--- src/rtl/core/pba_pkg.sv ---
`default_nettype none

package pba_pkg;

    localparam int CounterBits = 16;
    localparam int CmpBits     = (CounterBits > 16) ? CounterBits : 16;
    localparam int CfgIdxBits  = 3;
    localparam int CfgDataBits = 16;

    localparam logic [CounterBits-1:0] CtrMax = {CounterBits{1'b1}};

    typedef enum logic [4:0] {
        PH_RELEASED  = 5'b00001,
        PH_APPLYING  = 5'b00010,
        PH_APPLIED   = 5'b00100,
        PH_RELEASING = 5'b01000,
        PH_FAULT     = 5'b10000
    } t_phase;

    typedef enum logic [1:0] {
        FC_NONE        = 2'd0,
        FC_OVERCURRENT = 2'd1,
        FC_TIMEOUT     = 2'd2,
        FC_SENSOR      = 2'd3
    } t_fault;

    typedef enum logic [2:0] {
        BS_RELEASED  = 3'd0,
        BS_APPLYING  = 3'd1,
        BS_APPLIED   = 3'd2,
        BS_RELEASING = 3'd3,
        BS_FAULT     = 3'd4
    } t_bstate;

    typedef enum logic [CfgIdxBits-1:0] {
        CFG_SPEED_LIMIT     = 3'd0,
        CFG_CURRENT_LIMIT   = 3'd1,
        CFG_TIMEOUT_LIMIT   = 3'd2,
        CFG_APPLIED_TARGET  = 3'd3,
        CFG_RELEASED_TARGET = 3'd4
    } t_cfg_idx;

    localparam logic [7:0]  RstSpeedLimit     = 8'd5;
    localparam logic [15:0] RstCurrentLimit   = 16'd1800;
    localparam logic [15:0] RstTimeoutLimit   = 16'd50;
    localparam logic [11:0] RstAppliedTarget  = 12'd1000;
    localparam logic [11:0] RstReleasedTarget = 12'd0;

    typedef struct packed {
        logic [7:0]  speed_limit_kph;
        logic [15:0] current_limit_ma;
        logic [15:0] timeout_limit;
        logic [11:0] applied_target;
        logic [11:0] released_target;
    } t_cfg;

    typedef struct packed {
        logic        sensor_valid;
        logic [15:0] motor_current;
        logic [7:0]  vehicle_speed;
        logic        apply_req;
        logic        release_req;
        logic        pedal_pressed;
        logic [11:0] actuator_pos;
    } t_item;

    typedef struct packed {
        t_phase                 phase;
        t_fault                 fault_latch;
        logic [CounterBits-1:0] move_ticks;
    } t_state;

    typedef struct packed {
        logic    drive_forward;
        logic    drive_reverse;
        logic    applying_flag;
        logic    releasing_flag;
        t_bstate brake_state;
        t_fault  fault_code;
    } t_result;

    function automatic t_bstate phase_code(t_phase ph);
        t_bstate code;
        case (ph)
            PH_RELEASED:  code = BS_RELEASED;
            PH_APPLYING:  code = BS_APPLYING;
            PH_APPLIED:   code = BS_APPLIED;
            PH_RELEASING: code = BS_RELEASING;
            default:      code = BS_FAULT;
        endcase
        return code;
    endfunction

endpackage

`default_nettype wire

--- src/rtl/core/pba_step.sv ---
`default_nettype none

module pba_step (
    input  var pba_pkg::t_cfg    i_cfg,
    input  var pba_pkg::t_state  i_state,
    input  var pba_pkg::t_item   i_item,
    output var pba_pkg::t_state  o_next,
    output var pba_pkg::t_result o_res
);
    import pba_pkg::*;

    logic                   fwd;
    logic                   rev;
    logic                   flt;
    t_fault                 code;
    logic [CounterBits-1:0] ticks_inc;
    logic                   timed_out;

    always_comb begin
        o_next    = i_state;
        fwd       = 1'b0;
        rev       = 1'b0;
        flt       = 1'b0;
        code      = FC_NONE;
        ticks_inc = (i_state.move_ticks == CtrMax) ? i_state.move_ticks
                                                   : i_state.move_ticks + 1'b1;
        timed_out = CmpBits'(ticks_inc) > CmpBits'(i_cfg.timeout_limit);

        if (!i_item.sensor_valid) begin
            if (i_state.phase != PH_FAULT) begin
                flt  = 1'b1;
                code = FC_SENSOR;
            end
        end else if (i_item.motor_current > i_cfg.current_limit_ma &&
                     (i_state.phase == PH_APPLYING || i_state.phase == PH_RELEASING)) begin
            flt  = 1'b1;
            code = FC_OVERCURRENT;
        end else begin
            case (i_state.phase)
                PH_RELEASED: begin
                    o_next.move_ticks = '0;
                    if (i_item.apply_req && i_item.vehicle_speed <= i_cfg.speed_limit_kph) begin
                        o_next.phase = PH_APPLYING;
                    end
                end
                PH_APPLYING: begin
                    fwd = 1'b1;
                    if (i_item.actuator_pos >= i_cfg.applied_target) begin
                        o_next.phase      = PH_APPLIED;
                        o_next.move_ticks = '0;
                    end else if (timed_out) begin
                        flt  = 1'b1;
                        code = FC_TIMEOUT;
                    end else begin
                        o_next.move_ticks = ticks_inc;
                    end
                end
                PH_APPLIED: begin
                    o_next.move_ticks = '0;
                    if (i_item.release_req && i_item.pedal_pressed) begin
                        o_next.phase = PH_RELEASING;
                    end
                end
                PH_RELEASING: begin
                    rev = 1'b1;
                    if (i_item.actuator_pos <= i_cfg.released_target) begin
                        o_next.phase      = PH_RELEASED;
                        o_next.move_ticks = '0;
                    end else if (timed_out) begin
                        flt  = 1'b1;
                        code = FC_TIMEOUT;
                    end else begin
                        o_next.move_ticks = ticks_inc;
                    end
                end
                PH_FAULT: begin
                end
                default: begin
                    flt  = 1'b1;
                    code = FC_SENSOR;
                end
            endcase
        end

        if (flt) begin
            o_next.phase       = PH_FAULT;
            o_next.fault_latch = code;
            o_next.move_ticks  = '0;
        end

        o_res.drive_forward  = fwd;
        o_res.drive_reverse  = rev;
        o_res.applying_flag  = fwd;
        o_res.releasing_flag = rev;
        o_res.brake_state    = phase_code(o_next.phase);
        o_res.fault_code     = o_next.fault_latch;
    end

endmodule

`default_nettype wire

--- src/rtl/core/parking_brake_actuator_fsm.sv ---
`default_nettype none

// Parking-brake actuator controller. Each request on the slave stream is one control tick
// and yields exactly one result on the master stream. One tick per clock is sustained while
// the master stream is not stalled; a result passes through the input register, then the
// phase update and result register, whose feedback loop sets the rate. A fault holds
// until reset. Configuration writes are taken at any time on the config channel but
// belong in idle periods; indexes beyond the register list are ignored.
module parking_brake_actuator_fsm (
    input  wire                                i_clk,
    input  wire                                i_rst_n,
    input  wire                                s_axis_tvalid,
    output logic                               s_axis_tready,
    // [0] sensor_valid, [16:1] motor_current, [24:17] vehicle_speed, [25] apply_req,
    // [26] release_req, [27] pedal_pressed, [39:28] actuator_pos
    input  wire  [39:0]                        s_axis_tdata,
    output logic                               m_axis_tvalid,
    input  wire                                m_axis_tready,
    // [0] drive_forward, [1] drive_reverse, [2] applying_flag, [3] releasing_flag,
    // [6:4] brake_state, [8:7] fault_code, [15:9] zero
    output logic [15:0]                        m_axis_tdata,
    input  wire                                i_cfg_valid,
    output logic                               o_cfg_ready,
    input  wire  [pba_pkg::CfgIdxBits-1:0]     i_cfg_index,
    input  wire  [pba_pkg::CfgDataBits-1:0]    i_cfg_data
);
    import pba_pkg::*;

    t_cfg    r_cfg;
    t_item   r_item;
    logic    r_in_vld;
    t_state  r_state;
    t_state  n_state;
    t_result n_res;
    t_result r_res;
    logic    r_out_vld;
    logic    adv;

    assign adv           = r_in_vld && (!r_out_vld || m_axis_tready);
    assign s_axis_tready = !r_in_vld || adv;
    assign o_cfg_ready   = 1'b1;

    always_ff @(posedge i_clk) begin
        if (!i_rst_n) begin
            r_cfg.speed_limit_kph  <= RstSpeedLimit;
            r_cfg.current_limit_ma <= RstCurrentLimit;
            r_cfg.timeout_limit    <= RstTimeoutLimit;
            r_cfg.applied_target   <= RstAppliedTarget;
            r_cfg.released_target  <= RstReleasedTarget;
        end else if (i_cfg_valid) begin
            case (i_cfg_index)
                CFG_SPEED_LIMIT:     r_cfg.speed_limit_kph  <= i_cfg_data[7:0];
                CFG_CURRENT_LIMIT:   r_cfg.current_limit_ma <= i_cfg_data[15:0];
                CFG_TIMEOUT_LIMIT:   r_cfg.timeout_limit    <= i_cfg_data[15:0];
                CFG_APPLIED_TARGET:  r_cfg.applied_target   <= i_cfg_data[11:0];
                CFG_RELEASED_TARGET: r_cfg.released_target  <= i_cfg_data[11:0];
                default: begin
                end
            endcase
        end
    end

    always_ff @(posedge i_clk) begin
        if (s_axis_tvalid && s_axis_tready) begin
            r_item.sensor_valid  <= s_axis_tdata[0];
            r_item.motor_current <= s_axis_tdata[16:1];
            r_item.vehicle_speed <= s_axis_tdata[24:17];
            r_item.apply_req     <= s_axis_tdata[25];
            r_item.release_req   <= s_axis_tdata[26];
            r_item.pedal_pressed <= s_axis_tdata[27];
            r_item.actuator_pos  <= s_axis_tdata[39:28];
        end
        if (adv) begin
            r_res <= n_res;
        end
    end

    always_ff @(posedge i_clk) begin
        if (!i_rst_n) begin
            r_in_vld  <= 1'b0;
            r_out_vld <= 1'b0;
            r_state   <= '{phase: PH_RELEASED, fault_latch: FC_NONE, move_ticks: '0};
        end else begin
            if (s_axis_tready) begin
                r_in_vld <= s_axis_tvalid;
            end
            if (adv) begin
                r_out_vld <= 1'b1;
                r_state   <= n_state;
            end else if (m_axis_tready) begin
                r_out_vld <= 1'b0;
            end
        end
    end

    pba_step u_step (
        .i_cfg   (r_cfg),
        .i_state (r_state),
        .i_item  (r_item),
        .o_next  (n_state),
        .o_res   (n_res)
    );

    assign m_axis_tvalid = r_out_vld;
    assign m_axis_tdata  = {7'b0, r_res.fault_code, r_res.brake_state, r_res.releasing_flag,
                            r_res.applying_flag, r_res.drive_reverse, r_res.drive_forward};

`ifndef SYNTH
    a_fault_sticky: assert property (@(posedge i_clk) disable iff (!i_rst_n)
        r_state.phase == PH_FAULT |=> r_state.phase == PH_FAULT)
        else $error("fault phase left without reset");

    a_fault_ticks: assert property (@(posedge i_clk) disable iff (!i_rst_n)
        r_state.phase == PH_FAULT |-> r_state.move_ticks == '0)
        else $error("tick counter running in fault");

    a_one_direction: assert property (@(posedge i_clk) disable iff (!i_rst_n)
        r_out_vld |-> !(r_res.drive_forward && r_res.drive_reverse))
        else $error("motor driven both ways");

    a_code_matches: assert property (@(posedge i_clk) disable iff (!i_rst_n)
        r_out_vld |-> ((r_res.brake_state == BS_FAULT) == (r_res.fault_code != FC_NONE)))
        else $error("fault code disagrees with phase");

    a_stall_holds_state: assert property (@(posedge i_clk) disable iff (!i_rst_n)
        r_out_vld && !m_axis_tready |=> $stable(r_state))
        else $error("state advanced while result stalled");
`endif

endmodule

`default_nettype wire
--- config.mk ---
export PLATFORM = sky130hd
export DESIGN_NAME = parking_brake_actuator_fsm
export DESIGN_NICKNAME = d
export VERILOG_FILES = /design/src/rtl/core/pba_pkg.sv /design/src/rtl/core/pba_step.sv /design/src/rtl/core/parking_brake_actuator_fsm.sv
export SDC_FILE = /design/constraint.sdc
export NUM_CORES = 1
export LEC_CHECK = 0
export ABC_CLOCK_PERIOD_IN_PS = 4900
export CAP_MARGIN = 10
export CORE_MARGIN = 2
export CORE_UTILIZATION = 64
export DETAILED_ROUTE_END_ITERATION = 6
export DONT_BUFFER_PORTS = 1
export GPL_ROUTABILITY_DRIVEN = 1
export HOLD_SLACK_MARGIN = 0.15
export PLACE_DENSITY = 0.89
export SYNTH_ARGS = -nofsm -noshare
export SYNTH_HDL_FRONTEND = slang
export SYNTH_SLANG_ARGS = --single-unit
--- constraint.sdc ---
create_clock -name i_clk -period 4.9 [get_ports i_clk]
set_input_delay 0.49 -clock i_clk [delete_from_list [all_inputs] [get_ports i_clk]]
set_output_delay 0.49 -clock i_clk [all_outputs]
set_load 0.02 [all_outputs]
==> flow_summary_export.csv, run 1 <==
group,metric,value,unit
layout,post-route-util,77.1,%
critical_path,max_stage_delay,500,ps
synth,syn_area_per_cell,9.29,um2
timing,worstMarginPinSlew,993,ps
critical_path,crit_top_cell,"and3_1",
detailed_routing,num_vias,6407,
synth,syn_area,7170,um2
layout,syn2layout_area_growth,17.1,%
power_and_ir_drop,leakagePower,3.26,nW
critical_path,path_cells,"and3_4, and3_1, and3_1, nand3_2, nand3_1, xnor2_1, ha_1, a21oi_1, o21a_1, o221ai_1, a211oi_1, nor2_1, o21ai_1, a31oi_4, a311oi_1",
layout,most-common-layout-cells,"150 x nand2_1, 89 x dfxtp_1, 72 x inv_1, 65 x ha_1, 59 x dlygate4sd3_1",
clock_network,postCtsSetupRepairBufs,0,
clock_network,clk_pin_slew,60,ps
critical_path,r2r_end,"r_state[13]$_SDFFE_PN0P_",
critical_path,arrival,4700,ps
grt,overflow,0,
clock_network,clock_path_buffers,2,
die,die_h,110,um
outcome,run_status,"complete, but fails checks",
synth,synth-seq-cells,136,
outcome,violations,"DRC",
timing,fin_worst_skew,10.6,ps
min_path,min_path_cells,2,
detailed_routing,dr.pass1.iters,7,
critical_path,cp_data_required_time,5340,ps
timing,setup_viol,0,
power_and_ir_drop,ir_drop,374,uV
clock_network,cts_buffers,17,
die,start_util,65.8,%
critical_path,endpoint_kind,"flip-flop",
die,die_width,110,um
place,io_buffers,0,
power_and_ir_drop,power_density,345,nW/um2
die,io_pins,83,
timing,hold_ws,166,ps
synth,synth_flop_cell,"dfxtp_1",
critical_path,r2r-start,"r_state[6]$_SDFFE_PN0P_",
clock_network,cts.repair.resized,0,
clock_network,cts_tree,"done",
layout,drive_above_1_share,5.54,%
clock_network,clock_latency,540,ps
timing,fin_crit_sh,86.8,%
job,drv_cap,0,
layout,fillers,554,
grt,grt.busiest_layer,"met2",
critical_path,critPathMaxFanout,12,
detailed_routing,drc,3,
synth,synth-seq-area-share,44.6,%
synth,synthArstFlopShare,0,%
critical_path,crit_type,"flip-flop to flip-flop",
timing,max_slew_margin,33.8,%
synth,ys_warn_count,0,
critical_path,critPathTopFamily,"compound AO/OA/AOI/OAI gates",
clock_network,hold_buffers,60,
timing,drv_slew,0,
clock_network,htree_levels,4,
detailed_routing,drt-total-wl,20700,um
detailed_routing,avgRoutedWirePerCell,21.3,um
place,dpl.hpwl,11200,um
grt,antenna_found_initial,1,
detailed_routing,drtIter0Drc,781,
die,rows,38,
critical_path,crit_slowest_cell,"o21ai_1",
detailed_routing,routed_via_density,6.61,
place,place.gp.congestion,0.909,
grt,grt_usage,36.0,%
die,die_area,12100,um2
grt,globalRouteMet1Util,39.9,%
timing,fin_tns_setup,0,ps
grt,grt_max_degree,72,
detailed_routing,antenna_left,0,
clock_network,clock-sinks,136,
clock_network,cts-root-buf,"clkbuf_8",
critical_path,path_buf_inv,0,
timing,max_freq,0.235,GHz
timing,min_period,4260,ps
timing,hold_violations,0,
critical_path,regToRegSetupSlack,640,ps
synth,synth_edf_count,47,
grt,gr-usage-met2,60.1,%
min_path,hold_end,"r_cfg[63]$_SDFFE_PN0P_",
layout,nNetsFinal,946,
critical_path,worst_r2r_path_depth,15,
layout,antenna_cells,0,
synth,synth_cells,771,
layout,layout_commonest_cell,"nand2_1",
min_path,min_from,"i_cfg_data[7]",
timing,rsz0062_at_grt,"false",
die,core_area,10900,um2
critical_path,start_kind,"flip-flop",
grt,grt_pass1_vias,6470,
synth,yosysUniqueCellTypes,62,
min_path,hold_class,"primary input to flip-flop",
grt,grt_pass1_wl,32500,um
grt,grtUsageMet3,10.3,%
-- per-stage QoR --
stage / power [mW] / cell area (um2) / setup WS (ps) / instances
2_1_floorplan: 1.42 / 7190 / 1440 / 777
3_3_place_gp: 1.43 / 7140 / 976 / 878
3_5_place_dp: 1.45 / 7140 / 782 / 878
4_1_cts: 2.85 / 8390 / 748 / 970
5_1_grt: 2.95 / 8390 / 387 / 970
6_report: 2.89 / 8390 / 645 / 970
-- state kept, by name, summed over array words and instances (netlist names) --
name,count
r_cfg,64
r_item,40
r_state,23
m_axis_tdata,7
m_axis_tvalid,1
r_in_vld,1
-- kinds of logic after synthesis --
logic type / count (synthesis) / share of synthesized area (%)
flip-flops: 136 / 44.6
buffers and inverters: 111 / 6.86
adder cells (fa/ha/maj): 65 / 11.3
multiplexers: 7 / 1.01
AND/OR/NAND/NOR: 274 / 18.0
XOR/XNOR: 20 / 2.44
other: 2 / 0.105
AO/OA/AOI/OAI: 156 / 15.6
-- cells in the mapped netlist (7+ instances only) --
cell type	n	area share [%]
xnor2_1	11	1.3
o21a_1	10	1.0
xor2_1	9	1.1
nand3_1	17	1.2
edfxtp_1	47	20
inv_1	72	3.8
nor2b_1	14	1.2
o211ai_1	20	2.1
nor3_1	7	0.49
a21oi_1	30	2.1
dfxtp_1	89	25
ha_1	65	11
o21ai_0	9	0.63
a21boi_0	50	5.2
and3_1	11	0.96
nand2_1	150	7.9
buf_4	10	1.0
nand4_1	18	1.6
nor2_1	23	1.2
clkbuf_1	17	0.89
-- layer usage --
| metal | wire, um | vias up |
|---|---|---|
| met5 | 0 | - |
| met4 | 1480 | 0 |
| met3 | 1950 | 149 |
| met2 | 9930 | 525 |
| met1 | 7330 | 2975 |
| li1 | - | 2758 |
-- how the worst max path moves through the flow --
stage | startpoint | endpoint | slack (ps) | cells past startpoint
after floorplan | r_state[6]$_SDFFE_PN0P_ | r_state[17]$_SDFFE_PN0P_ | 1440 | 19
after global placement | r_state[6]$_SDFFE_PN0P_ | r_state[13]$_SDFFE_PN0P_ | 980 | 14
after detailed placement | r_state[6]$_SDFFE_PN0P_ | r_state[13]$_SDFFE_PN0P_ | 780 | 14
after CTS | r_state[6]$_SDFFE_PN0P_ | r_state[13]$_SDFFE_PN0P_ | 750 | 15
after global routing | r_state[6]$_SDFFE_PN0P_ | r_state[13]$_SDFFE_PN0P_ | 390 | 15
final | r_state[6]$_SDFFE_PN0P_ | r_state[13]$_SDFFE_PN0P_ | 640 | 15
-- power by group --
part | total, mW | internal (mW) | switching [mW]
clock | 1.38 | 0.879 | 0.502
combinational | 0.266 | 0.110 | 0.157
sequential | 1.24 | 1.21 | 0.0311
total | 2.89 | 2.20 | 0.690
-- cell type report --
class / instances / area (um2) / area share, %
multi-input cells: 530 / 3510 / 41.8
flip-flops and latches: 136 / 3190 / 38.1
repair buffers: 60 / 618 / 7.37
clock buffers: 20 / 425 / 5.07
inverters: 72 / 270 / 3.22
clock inverters: 12 / 200 / 2.39
well taps: 140 / 175 / 2.09
No activity file was read; power rests on OpenSTA's default activity.
==> inputs of run 2 (changes only) <==
--- a/config.mk
+++ b/config.mk
@@ -13,7 +13,7 @@
 export DONT_BUFFER_PORTS = 1
 export GPL_ROUTABILITY_DRIVEN = 1
 export HOLD_SLACK_MARGIN = 0.15
-export PLACE_DENSITY = 0.89
+export PLACE_DENSITY = 0.86
 export SYNTH_ARGS = -nofsm -noshare
 export SYNTH_HDL_FRONTEND = slang
 export SYNTH_SLANG_ARGS = --single-unit
==> flow_summary_export.csv, run 2 (synthesized netlist as in run 1, its figures left out) <==
group,metric,value,unit
timing,fin_worst_skew,11.2,ps
timing,setup_viol,0,
job,drv_cap,0,
critical_path,critPathMaxFanout,12,
timing,hold_ws,178,ps
clock_network,clock_path_buffers,2,
die,io_pins,83,
power_and_ir_drop,ir_drop,277,uV
detailed_routing,avgRoutedWirePerCell,18.3,um
grt,grt_pass1_vias,5936,
min_path,hold_class,"primary input to flip-flop",
grt,grt_max_degree,75,
timing,max_freq,0.236,GHz
timing,hold_violations,0,
layout,largest_registers,"r_cfg x64, r_item x40, r_state x23",
place,io_buffers,0,
clock_network,htree_levels,4,
critical_path,endpoint_kind,"flip-flop",
timing,worstMarginPinSlew,947,ps
clock_network,cts-root-buf,"clkbuf_8",
die,die_h,110,um
critical_path,cp_data_required_time,5300,ps
clock_network,clk_pin_slew,60,ps
detailed_routing,drt-total-wl,17800,um
clock_network,clock-sinks,136,
detailed_routing,num_vias,5907,
layout,syn2layout_area_growth,16.6,%
critical_path,arrival,4630,ps
layout,most-common-layout-cells,"150 x nand2_1, 89 x dfxtp_1, 72 x inv_1, 65 x ha_1, 58 x dlygate4sd3_1",
timing,fin_tns_setup,0,ps
grt,antenna_found_initial,0,
detailed_routing,dr.pass1.iters,5,
layout,nNetsFinal,946,
die,die_area,12100,um2
outcome,run_status,"finished, final reports clean",
die,core_area,10900,um2
timing,rsz0062_at_grt,"false",
clock_network,cts_buffers,17,
place,place.gp.congestion,0.882,
detailed_routing,routed_via_density,6.09,
die,rows,38,
die,start_util,65.8,%
power_and_ir_drop,leakagePower,3.26,nW
grt,grt_pass1_wl,28800,um
detailed_routing,antenna_left,0,
timing,max_slew_margin,36.8,%
clock_network,cts.repair.resized,0,
timing,drv_slew,0,
critical_path,start_kind,"flip-flop",
place,dpl.hpwl,11200,um
layout,antenna_cells,0,
layout,layout_commonest_cell,"nand2_1",
clock_network,cts_tree,"done",
clock_network,clock_latency,540,ps
detailed_routing,drtIter0Drc,503,
layout,largest_reg_flops,64,
grt,grt_usage,31.4,%
layout,drive_above_1_share,5.78,%
timing,min_period,4230,ps
grt,overflow,0,
timing,fin_crit_sh,86.4,%
die,die_width,110,um
critical_path,crit_type,"flip-flop to flip-flop",
layout,largest-register,"r_cfg",
power_and_ir_drop,power_density,331,nW/um2
detailed_routing,drc,0,
==> run 2: metal layers <==
layer	share of wire (%)	vias up	wire length, um	track usage (%)
met1	40	2816	7090	37.2
met3	6.6	67	1170	7.23
met5	0	-	0	0
li1	-	2752	-	-
met2	49	272	8780	52.7
met4	4.1	0	728	16.9
==> run 2: cell type report <==
cell class | count | area [um2]
clock inverter | 11 | 104
fill | 664 | 2530
clock buffer | 21 | 493
timing repair buffer | 60 | 616
multi-input combinational | 530 | 3500
inverter | 72 | 270
tap | 140 | 175
sequential | 136 | 3190
==> run 2: timing repair <==
item                      in CTS  in global routing
hold endpoints to repair     113                  0
hold buffers                  59                  0
setup buffers                  0                  0
==> run 2: path summary, 6_finish.rpt <==
| path | start | cells after the start | slack [ps] | endpoint |
|---|---|---|---|---|
| hold reg to reg | r_cfg[44]$_SDFFE_PN0P_ | 2 | 460 | r_cfg[44]$_SDFFE_PN0P_ |
| setup / recovery | r_state[6]$_SDFFE_PN0P_ | 14 | 670 | r_state[13]$_SDFFE_PN0P_ |
| setup reg to reg | r_state[6]$_SDFFE_PN0P_ | 14 | 670 | r_state[13]$_SDFFE_PN0P_ |
| hold / removal | i_cfg_index[1] | 2 | 180 | r_cfg[43]$_SDFFE_PN1P_ |
==> run 2: worst max-delay path, stage by stage, from the launching register on <==
cell and delay, ps:
dfxtp_1 480, and3_4 250, and3_1 190, and3_1 320, nand3_2 240, mux2_2 350, ha_1 310, nor2b_1 160
o211ai_1 100, a2111oi_0 430, a211oi_1 130, nor2_1 260, o21ai_1 350, a31oi_4 440, a311oi_1 90
==> run 2: power breakdown <==
group          internal, mW  switching, mW
combinational         0.108          0.144
sequential             1.21         0.0288
clock                 0.770          0.505
total                  2.09          0.677
==> run 2: stage by stage <==
step	setup WS [ps]	total power, mW	std cells	cell area, um2	utilization, %
final	669	2.77	970	8360	76.7
after global routing	318	2.85	970	8360	76.7
after CTS	754	2.76	969	8350	76.7
after detailed placement	785	1.45	878	7140	65.6
after global placement	1010	1.43	878	7140	65.6
after floorplan	1440	1.42	777	7190	-
